<file path="config.mk">
export PLATFORM = sky130hd
export DESIGN_NAME = permutation_table_move_remove
export DESIGN_NICKNAME = d
export VERILOG_FILES = /design/src/design/ptmr_pkg.sv /design/src/design/permutation_table_move_remove.sv
export SDC_FILE = /design/constraint.sdc
export NUM_CORES = 1
export LEC_CHECK = 0
export ABC_AREA = 0
export BUFFER_PORTS_ARGS = -buffer_cell sky130_fd_sc_hd__clkbuf_2
export CAP_MARGIN = 40
export CORE_ASPECT_RATIO = 0.9
export CORE_MARGIN = 5
export CORE_UTILIZATION = 43
export DETAILED_ROUTE_END_ITERATION = 8
export GPL_TIMING_DRIVEN = 0
export PLACE_DENSITY = 0.58
export SLEW_MARGIN = 10
export SYNTH_ARGS = -nofsm -noshare
export SYNTH_HDL_FRONTEND = slang
export SYNTH_SLANG_ARGS = --single-unit
</file>
<file path="constraint.sdc">
create_clock -name clk -period 6 [get_ports clk]
set_input_delay 0.6 -clock clk [delete_from_list [all_inputs] [get_ports clk]]
set_output_delay 0.6 -clock clk [all_outputs]
set_load 0.05 [all_outputs]
</file>
<file path="src/design/ptmr_pkg.sv">
// Shared types and request codes for the ordering table block.
// No dependencies; imported by permutation_table_move_remove.
package ptmr_pkg;

    // Request codes carried in the op field
    localparam logic [2:0] OP_READ   = 3'd0;
    localparam logic [2:0] OP_FIND   = 3'd1;
    localparam logic [2:0] OP_MOVE   = 3'd2;
    localparam logic [2:0] OP_REMOVE = 3'd3;
    localparam logic [2:0] OP_WRITE  = 3'd4;
    localparam logic [2:0] OP_INIT   = 3'd5;

    // Request beat
    typedef struct packed {
        logic [2:0] op;
        logic [6:0] position;
        logic [6:0] other_position;
        logic [6:0] value;
    } req_t;

    // Response beat
    typedef struct packed {
        logic [6:0] data;
        logic       ok;
    } rsp_t;

endpackage

</file>
<file path="src/design/permutation_table_move_remove.sv">
// Ordering table with rotate and delete: sequencer, table memory, response register.
// Depends on ptmr_pkg for the request and response beat types and op codes.
//
// The table holds DEPTH 7-bit entries and comes out of reset (and out of an init
// request) as identity, using one valid flip-flop per entry, so there is no
// clearing pass. One request is taken at a time and gives exactly one response
// beat. The table sits in a memory with one read and one write port and the
// sequencer walks it one entry per cycle. Write, init and out-of-range requests
// answer straight from idle, read waits on the registered read, find scans up to
// a hit or the last entry, move walks from position to other_position, and remove
// scans the whole table, then shifts and renumbers up to n, the highest position
// whose entry differs from its index (only the scan when the value sits above n
// and the table is left as is). The request side stalls from acceptance until the
// response is loaded into the output register, and while a beat waits under stall.
module permutation_table_move_remove #(
    parameter int DEPTH = 64
) (
    input  logic            clk,
    input  logic            rst_n,
    input  logic            req_valid,
    output logic            req_stall,
    input  ptmr_pkg::req_t  req,
    output logic            rsp_valid,
    input  logic            rsp_stall,
    output ptmr_pkg::rsp_t  rsp
);
    import ptmr_pkg::*;

    localparam int IW = (DEPTH > 1) ? $clog2(DEPTH) : 1;
    localparam logic [7:0]    DEPTH_W = 8'(DEPTH);
    localparam logic [IW-1:0] LAST    = IW'(DEPTH - 1);
    localparam logic [IW-1:0] ONE     = IW'(1);

    typedef enum logic [8:0] {
        S_IDLE     = 9'b000000001,
        S_RD_WAIT  = 9'b000000010,
        S_FIND     = 9'b000000100,
        S_MV_HOLD  = 9'b000001000,
        S_MV_SHIFT = 9'b000010000,
        S_MV_PLACE = 9'b000100000,
        S_RM_SCAN  = 9'b001000000,
        S_RM_SHIFT = 9'b010000000,
        S_RM_FIX   = 9'b100000000
    } state_t;

    state_t        state_reg, state_next;
    logic [IW-1:0] idx_reg, idx_next;
    logic [IW-1:0] dst_reg, dst_next;
    logic [IW-1:0] s_reg, s_next;
    logic [IW-1:0] n_reg, n_next;
    logic          s_found_reg, s_found_next;
    logic          up_reg, up_next;
    logic [6:0]    held_reg, held_next;
    logic [6:0]    val_reg, val_next;
    logic          out_valid_reg, out_valid_next;
    rsp_t          out_reg, out_next;

    // Table memory and per-entry valid bits (invalid entry reads as its index)
    logic [6:0]       mem [DEPTH];
    logic [DEPTH-1:0] valid_reg;
    logic [6:0]       mem_q;
    logic             rvalid_q;
    logic [IW-1:0]    ridx_q;
    logic [6:0]       rdata;

    logic [IW-1:0] rd_addr;
    logic          wr_en;
    logic [IW-1:0] wr_addr;
    logic [6:0]    wr_data;
    logic          init_en;

    logic          accept;
    logic          out_free;
    logic          pos_ok, opos_ok, val_ok;
    logic [IW-1:0] pos_i, opos_i;
    logic [IW-1:0] idx_p1, mv_nxt;
    logic          hit, miss;
    logic [IW-1:0] s_cur, n_cur;
    logic [6:0]    dec_data;

    assign out_free  = !out_valid_reg || !rsp_stall;
    assign req_stall = (state_reg != S_IDLE) || !out_free;
    assign accept    = req_valid && !req_stall;
    assign rsp_valid = out_valid_reg;
    assign rsp       = out_reg;

    assign rdata  = rvalid_q ? mem_q : 7'(ridx_q);

    // Operand range checks
    assign pos_ok  = {1'b0, req.position} < DEPTH_W;
    assign opos_ok = {1'b0, req.other_position} < DEPTH_W;
    assign val_ok  = {1'b0, req.value} < DEPTH_W;
    assign pos_i   = req.position[IW-1:0];
    assign opos_i  = req.other_position[IW-1:0];

    // Shared walk arithmetic
    assign idx_p1   = idx_reg + ONE;
    assign mv_nxt   = up_reg ? idx_reg + ONE : idx_reg - ONE;
    assign hit      = rdata == val_reg;
    assign miss     = rdata != 7'(idx_reg);
    assign s_cur    = (!s_found_reg && hit) ? idx_reg : s_reg;
    assign n_cur    = miss ? idx_reg : n_reg;
    assign dec_data = (rdata > val_reg) ? rdata - 7'd1 : rdata;

    // Sequencer
    always_comb
    begin
        state_next     = state_reg;
        idx_next       = idx_reg;
        dst_next       = dst_reg;
        s_next         = s_reg;
        n_next         = n_reg;
        s_found_next   = s_found_reg;
        up_next        = up_reg;
        held_next      = held_reg;
        val_next       = val_reg;
        out_valid_next = out_valid_reg && rsp_stall;
        out_next       = out_reg;
        rd_addr        = idx_reg;
        wr_en          = 1'b0;
        wr_addr        = idx_reg;
        wr_data        = rdata;
        init_en        = 1'b0;

        case (state_reg)
            S_IDLE:
            begin
                rd_addr = (req.op == OP_READ || req.op == OP_MOVE) ? pos_i : '0;
                if (accept)
                begin
                    idx_next     = '0;
                    val_next     = req.value;
                    s_next       = '0;
                    n_next       = '0;
                    s_found_next = 1'b0;
                    out_next     = '{data: 7'd0, ok: 1'b0};
                    case (req.op)
                        OP_READ:
                        begin
                            if (pos_ok)
                                state_next = S_RD_WAIT;
                            else
                                out_valid_next = 1'b1;
                        end
                        OP_FIND:
                        begin
                            state_next = S_FIND;
                        end
                        OP_MOVE:
                        begin
                            if (pos_ok && opos_ok)
                            begin
                                idx_next   = pos_i;
                                dst_next   = opos_i;
                                up_next    = pos_i < opos_i;
                                state_next = S_MV_HOLD;
                            end
                            else
                                out_valid_next = 1'b1;
                        end
                        OP_REMOVE:
                        begin
                            if (val_ok)
                                state_next = S_RM_SCAN;
                            else
                                out_valid_next = 1'b1;
                        end
                        OP_WRITE:
                        begin
                            if (pos_ok)
                            begin
                                wr_en       = 1'b1;
                                wr_addr     = pos_i;
                                wr_data     = req.value;
                                out_next.ok = 1'b1;
                            end
                            out_valid_next = 1'b1;
                        end
                        OP_INIT:
                        begin
                            init_en        = 1'b1;
                            out_next.ok    = 1'b1;
                            out_valid_next = 1'b1;
                        end
                        default:
                        begin
                            out_valid_next = 1'b1;
                        end
                    endcase
                end
            end
            S_RD_WAIT:
            begin
                out_next       = '{data: rdata, ok: 1'b1};
                out_valid_next = 1'b1;
                state_next     = S_IDLE;
            end
            S_FIND:
            begin
                if (hit || idx_reg == LAST)
                begin
                    out_next       = '{data: hit ? 7'(idx_reg) : 7'd0, ok: 1'b1};
                    out_valid_next = 1'b1;
                    state_next     = S_IDLE;
                end
                else
                begin
                    idx_next = idx_p1;
                    rd_addr  = idx_p1;
                end
            end
            S_MV_HOLD:
            begin
                held_next = rdata;
                if (idx_reg == dst_reg)
                    state_next = S_MV_PLACE;
                else
                begin
                    rd_addr    = mv_nxt;
                    state_next = S_MV_SHIFT;
                end
            end
            S_MV_SHIFT:
            begin
                // entry at idx takes its neighbor; read ahead of the write
                wr_en    = 1'b1;
                wr_addr  = idx_reg;
                wr_data  = rdata;
                idx_next = mv_nxt;
                rd_addr  = up_reg ? mv_nxt + ONE : mv_nxt - ONE;
                if (mv_nxt == dst_reg)
                    state_next = S_MV_PLACE;
            end
            S_MV_PLACE:
            begin
                wr_en          = 1'b1;
                wr_addr        = dst_reg;
                wr_data        = held_reg;
                out_next       = '{data: 7'd0, ok: 1'b1};
                out_valid_next = 1'b1;
                state_next     = S_IDLE;
            end
            S_RM_SCAN:
            begin
                // one pass: first hit on value, last entry off identity
                s_next       = s_cur;
                n_next       = n_cur;
                s_found_next = s_found_reg || hit;
                if (idx_reg == LAST)
                begin
                    idx_next = '0;
                    if (n_cur < s_cur)
                    begin
                        out_next       = '{data: 7'd0, ok: 1'b1};
                        out_valid_next = 1'b1;
                        state_next     = S_IDLE;
                    end
                    else if (n_cur == '0)
                        state_next = S_RM_FIX;
                    else
                    begin
                        rd_addr    = (s_cur == '0) ? ONE : '0;
                        state_next = S_RM_SHIFT;
                    end
                end
                else
                begin
                    idx_next = idx_p1;
                    rd_addr  = idx_p1;
                end
            end
            S_RM_SHIFT:
            begin
                // shift down above s and renumber in the same walk
                wr_en   = 1'b1;
                wr_addr = idx_reg;
                wr_data = dec_data;
                if (idx_p1 == n_reg)
                    state_next = S_RM_FIX;
                else
                begin
                    idx_next = idx_p1;
                    rd_addr  = (idx_p1 >= s_reg) ? idx_p1 + ONE : idx_p1;
                end
            end
            S_RM_FIX:
            begin
                wr_en          = 1'b1;
                wr_addr        = n_reg;
                wr_data        = 7'(n_reg);
                out_next       = '{data: 7'd0, ok: 1'b1};
                out_valid_next = 1'b1;
                state_next     = S_IDLE;
            end
            default:
            begin
                state_next = S_IDLE;
            end
        endcase
    end

    // Control and valid-bit registers
    always_ff @(posedge clk or negedge rst_n)
    begin
        if (!rst_n)
        begin
            state_reg     <= S_IDLE;
            out_valid_reg <= 1'b0;
            valid_reg     <= '0;
        end
        else
        begin
            state_reg     <= state_next;
            out_valid_reg <= out_valid_next;
            if (init_en)
                valid_reg <= '0;
            else if (wr_en)
                valid_reg[wr_addr] <= 1'b1;
        end
    end

    // Payload registers
    always_ff @(posedge clk)
    begin
        idx_reg     <= idx_next;
        dst_reg     <= dst_next;
        s_reg       <= s_next;
        n_reg       <= n_next;
        s_found_reg <= s_found_next;
        up_reg      <= up_next;
        held_reg    <= held_next;
        val_reg     <= val_next;
        out_reg     <= out_next;
    end

    // Table memory: one write, one registered read
    always_ff @(posedge clk)
    begin
        if (wr_en)
            mem[wr_addr] <= wr_data;
        mem_q    <= mem[rd_addr];
        rvalid_q <= valid_reg[rd_addr];
        ridx_q   <= rd_addr;
    end

    // Response register is empty whenever the sequencer is busy
    a_busy_no_rsp: assert property (@(posedge clk) disable iff (!rst_n)
        state_reg != S_IDLE |-> !out_valid_reg)
        else $error("response pending while sequencer busy");

    // Every accepted request either answers at once or starts a walk
    a_accept_progress: assert property (@(posedge clk) disable iff (!rst_n)
        accept |=> (state_reg != S_IDLE) || out_valid_reg)
        else $error("accepted request dropped");

    // Remove shift never writes at or above the top edited entry
    a_rm_shift_bound: assert property (@(posedge clk) disable iff (!rst_n)
        state_reg == S_RM_SHIFT |-> wr_en && (wr_addr < n_reg))
        else $error("remove shift out of bounds");

    // Move shift never reaches the destination slot
    a_mv_shift_dst: assert property (@(posedge clk) disable iff (!rst_n)
        state_reg == S_MV_SHIFT |-> idx_reg != dst_reg)
        else $error("move shift overran destination");

endmodule
</file>
Word level (Yosys, flattened, before mapping)
Memory sizes are Yosys's and may differ from the RTL's. A register that Yosys moved wholly into a read port is not among the register bits.
Index checks and enable logic that the tools add are counted.
Storage, ports and cells
  bits in registers: 129
  word-level logic and storage cells: 175
  output and inout port bits: 10
  memory bits (writable): 448
  input port bits: 28
  memories kept: 1
Operators by class
  reductions and logical operators: 31
  add/subtract/negate cells: 6
  order comparisons: 10
  bitwise operators: 1
  mux-type cells: 79
  eq/ne operators: 32
Memory list
  mem: words 64, bits a word 7, rd ports 1, clocked after memory_dff 1, write ports 1, RTL line permutation_table_move_remove.sv:59  | logic [6:0] mem [DEPTH];
Operators by type and width (number)
  6-bit two-way mux: 23
  64-bit two-way mux: 2
  9-bit two-way mux: 10
  64-bit OR: 1
  9-bit one-hot mux with 6 select lines: 1
  8-bit one-hot mux with 5 select lines: 1
  6-bit one-hot mux with 6 select lines: 1
  9-bit one-hot mux with 4 select lines: 1
  7-bit two-way mux: 5
  8-bit two-way mux: 4
  6-bit one-hot mux with 5 select lines: 1
  7-bit one-hot mux with 4 select lines: 1
  6-bit one-hot mux with 2 select lines: 2
  7-bit < comparator (second input constant): 3
  1-bit two-way mux: 19
  6-bit by 1-bit adder with 6-bit output (second input constant): 3
  6-bit equality test: 3
  6-bit one-hot mux with 3 select lines: 1
  6-bit by 7-bit < comparator with 1-bit output (second input constant): 2
  2-bit != test (second input constant): 7
  6-bit logical NOT: 2
  6-bit < comparator: 2
  6-bit by 1-bit subtractor with 6-bit output (second input constant): 2
  5-bit nonzero test: 2
  39 further kinds: 60

Depth between registers and ports, before layout
  depth after elaboration: 15
  mapped depth: 23
  depth with buffers taken out: 19

Worst setup path before layout
OpenSTA, ideal clock, no wires.
  path kind: reg2reg
  start point: register state_reg[7]
  end point: memory mem[0][1], data pin
  buffers on the path: 2
  setup time: 0.570 ns
  required time: 5.430 ns
  data arrival time: 4.693 ns
  path slack: 0.737 ns
  stages on the path, launching flop included: 15
  period minus slack after synthesis: 5.263 ns
  cell sequence: dfrtp_1 buf_4 or4_4 nor4_4 nand3_2 inv_2 nand2_1 nor3_1 buf_2 mux2i_1 a211oi_1 a221oi_1 inv_1 o21ai_0 a2bb2oi_1
Between the ends
  cells in the longest elaborated chain, start to end: 6
  elaborated cells on any way between the ends: 10
  those cells by class: 5 x eq/ne; 2 x mux; 3 x reduce/logical
Ends and longest elaborated chain
  start, declared: RTL line permutation_table_move_remove.sv:46  | state_t state_reg, state_next;
  start signal, assigned: RTL line permutation_table_move_remove.sv:313  | state_reg <= state_next;
  9-bit by 1-bit != test with 1-bit output: RTL line permutation_table_move_remove.sv:82  | assign req_stall = (state_reg != S_IDLE) || !out_free;
  1-bit logical OR: RTL line permutation_table_move_remove.sv:82
  1-bit logical NOT: RTL line permutation_table_move_remove.sv:83  | assign accept = req_valid && !req_stall;
  1-bit logical AND: RTL line permutation_table_move_remove.sv:83
  7-bit two-way mux: RTL line permutation_table_move_remove.sv:129  | if (accept)
  7-bit one-hot mux with 4 select lines (*): RTL line permutation_table_move_remove.sv:125  | case (state_reg)
  via wr_data[1]: RTL line permutation_table_move_remove.sv:69  | logic [6:0] wr_data;
  end, declared: RTL line permutation_table_move_remove.sv:59
The timed path passes the listed nets; every way through them passes the cells marked *.

Worst setup path after layout
  start point: register rvalid_q
  end point: register mem_q[1], read port of mem
Between the ends
  cells in the longest elaborated chain, start to end: 10
  elaborated cells on any way between the ends: 16
  those cells by class: 1 x order compare; 2 x eq/ne; 9 x mux; 4 x reduce/logical
Ends and longest elaborated chain
  start, declared: RTL line permutation_table_move_remove.sv:62  | logic rvalid_q;
  start signal, assigned: RTL line permutation_table_move_remove.sv:342  | rvalid_q <= valid_reg[rd_addr];
  7-bit two-way mux (*): RTL line permutation_table_move_remove.sv:87  | assign rdata = rvalid_q ? mem_q : 7'(ridx_q);
  via rdata[4]: RTL line permutation_table_move_remove.sv:64  | logic [6:0] rdata;
  parallel branches: the longest is 8 deep, another holds 6-bit < comparator
  6-bit one-hot mux with 6 select lines (*): RTL line permutation_table_move_remove.sv:125
  end, declared: RTL line permutation_table_move_remove.sv:61  | logic [6:0] mem_q;
Mark *: on every way through the listed nets, which the timed path passes.
A chain may end at the register's enable or synchronous reset.

==> results.cfg <==
[outcome]
status = finished, final reports clean

[final_layout]
finish.utilization_pct = 50.2
final_net_count = 2437
fin_cells = 3277
largest_reg_flops = 448
diodes = 0
layout-drive-gt1-share_pct = 15.8
areaGrowthSynthToFinish_pct = 16.0

[placed_design]
dp.cells = 3144
dp_hpwl_um = 65900
place.gp.congestion = 0.986
dp_slack_ns = -1.78
portBuffers = 36

[power]
p_total_w = 0.0173
vdd.ir_drop.worst_uv = 286
power_density_nw_per_um2 = 551
leakage_nw = 11.2

[synthesis]
synth_cell_type_count = 101
synth_edf_count = 496
synth_area_leader_cell = edfxtp_1
synthTopCellsByCount = 496 x edfxtp_1, 403 x nand2_1, 139 x nor2_1
ys_top_cells_by_area = edfxtp_1 55%, dfrtp_1 6.8%, nand2_1 5.6%
ys_warn_count = 0
synthArstFlopShare_pct = 12.7
post-synth-top-count-cell = edfxtp_1
syn_area_per_cell_um2 = 12.1
yosysTopAreaCellShare_pct = 55.1
syn-cell-area_um2 = 27000
yosysSeqAreaShare_pct = 63.0
synth_seq_cells = 584
syn-num-nets = 2287
synthFlopType = edfxtp_1
synth_cells = 2229

[cts]
cts.sinks = 584
clock_latency_ns = 0.66
cts-htree-levels = 2
clk_pin_slew_ns = 0.06
clockBufferDepth = 3
cts_inserted_buffers = 61
cts_root_buffer = clkbuf_16
cts_tree = yes

[setup_path]
cp-start-kind = flop
worstSetupPathType = reg2reg
required_ns = 6.46
crit_arrival_ns = 6.40
end_kind = flop
crit_fanout = 10

[global_routing]
grtUsageMet2_pct = 38.8
grt_pass1_wl_um = 132000
busiest_layer = met1
grt_max_degree = 65
met3_usage_pct = 5.14
first_global_vias = 19400
met1_usage_pct = 39.7
grt.total_usage_pct = 26.3
antenna_found_initial = 3
overflow = 0

[sta]
fin_crit_ns = 5.93
setup_viol = 0
max_slew_margin_pct = 28.9
drv_slew = 0
max_freq_mhz = 169
fin_ws_ns = 0.0653
rsz0062_at_grt = yes
final_hold_viol_count = 0
fin_crit_sh_pct = 98.9
skew_ns = 0.0350
tightest_slew_ns = 1.07

[route]
vias_per_cell = 6.16
drcViolationCount = 0
antenna_left = 0
dr.pass1.iters = 9
wire_per_inst_um = 27.7
totalWireLength_um = 90700
drtIter0Drc = 2763
vias = 20200

[hold_path]
min-delay-path-class = in2reg

[floorplanning]
core_area_um2 = 62500
die_area_um2 = 68000
rows = 87
ios = 38
die_x_um = 274
start_util_pct = 43.3
die_h_um = 248

[run]
maxCapViolCount = 0
## timing repair
item                                   CTS  global route
pin swaps                                4            10
setup endpoints to repair               41           276
resized for setup                       46            61
endpoints found under the hold margin   21             0
cloned                                   0             1
buffers inserted                         4            11
hold buffers                             1             0
## path summary, 6_finish.rpt
path,from,endpoint,slack (ns),cells past startpoint
max,rvalid_q,mem_q[1],0.07,22
min,req[10],dst_reg[3],0.14,1
max reg2reg,rvalid_q,mem_q[1],0.07,22
min reg2reg,valid_reg[11],valid_reg[11],0.49,1
max in group asynchronous,rst_n,valid_reg[63],4.91,3
min in group asynchronous,rst_n,state_reg[3],0.41,2
## power breakdown
group / internal [W] / total, W / switching (W)
logic: 0.00244 / 0.00802 / 0.00558
clock network: 0.00216 / 0.00379 / 0.00163
registers: 0.00537 / 0.00547 / 0.000106
total: 0.00997 / 0.0173 / 0.00732
## through the flow
stage               instance area, um2  hold slack [ns]  TNS (ns)
floorplan                        27000            0.304         0
global placement                 28300            0.472  -1062.03
global route                     31300            0.133     -2.75
finish                           31300            0.140         0
detailed placement               28800            0.480    -12.39
CTS                              31000            0.112     -1.21
## cell families (layout without fill, tap and decap cells)
logic type / Yosys count / in the layout / synth area share, %
and+or+nand+nor: 844 / 844 / 14.3
DFF: 584 / 584 / 63.0
AOI/OAI and AO/OA: 455 / 455 / 12.6
buffers and inverters: 176 / 379 / 3.53
muxes: 97 / 97 / 3.68
xor gates and xnor gates: 43 / 43 / 1.53
adders and majority gates: 30 / 30 / 1.39
## worst max-delay path, stage by stage (launching register included)
cell       delay [ns]
dfxtp_4          0.40
mux2i_1          0.41
buf_4            0.26
inv_1            0.08
ha_1             0.32
nand4_1          0.25
nor2_4           0.29
buf_4            0.17
mux2i_2          0.23
ha_1             0.28
nand2_1          0.07
o21ai_1          0.11
o2111ai_1        0.36
and4_1           0.28
buf_2            0.26
a21o_4           0.18
inv_4            0.08
clkbuf_2         0.29
a221oi_1         0.36
nor2_1           0.10
o2111a_1         0.28
a32oi_2          0.40
o311ai_2         0.27
## final cells by class
class	instances	area (um2)
fill	5496	31100
sequential	584	17000
multi-input combinational	1469	9480
clock buffer	76	1600
tap	845	1060
buffer	134	826
timing repair buffer	88	798
clock inverter	40	394
inverter	41	156
## layout by cell type, fill, tap and decap left out, types with 50 or more instances in the layout
cell / instances
a21oi_1: 59
buf_4: 51
clkbuf_1: 53
clkbuf_16: 62
clkbuf_2: 50
dfrtp_1: 73
edfxtp_1: 496
mux2i_1: 86
nand2_1: 401
nand3_1: 121
nor2_1: 109
o21a_1: 73
## metal layers
metal	share of wire, %	vias up	routed length (um)
met5	0.014	-	13
met1	44	10100	39700
li1	-	8766	-
met3	10	174	9350
met4	2.8	2	2500
met2	43	1117	39200
No activity file was read; power rests on OpenSTA's default activity.
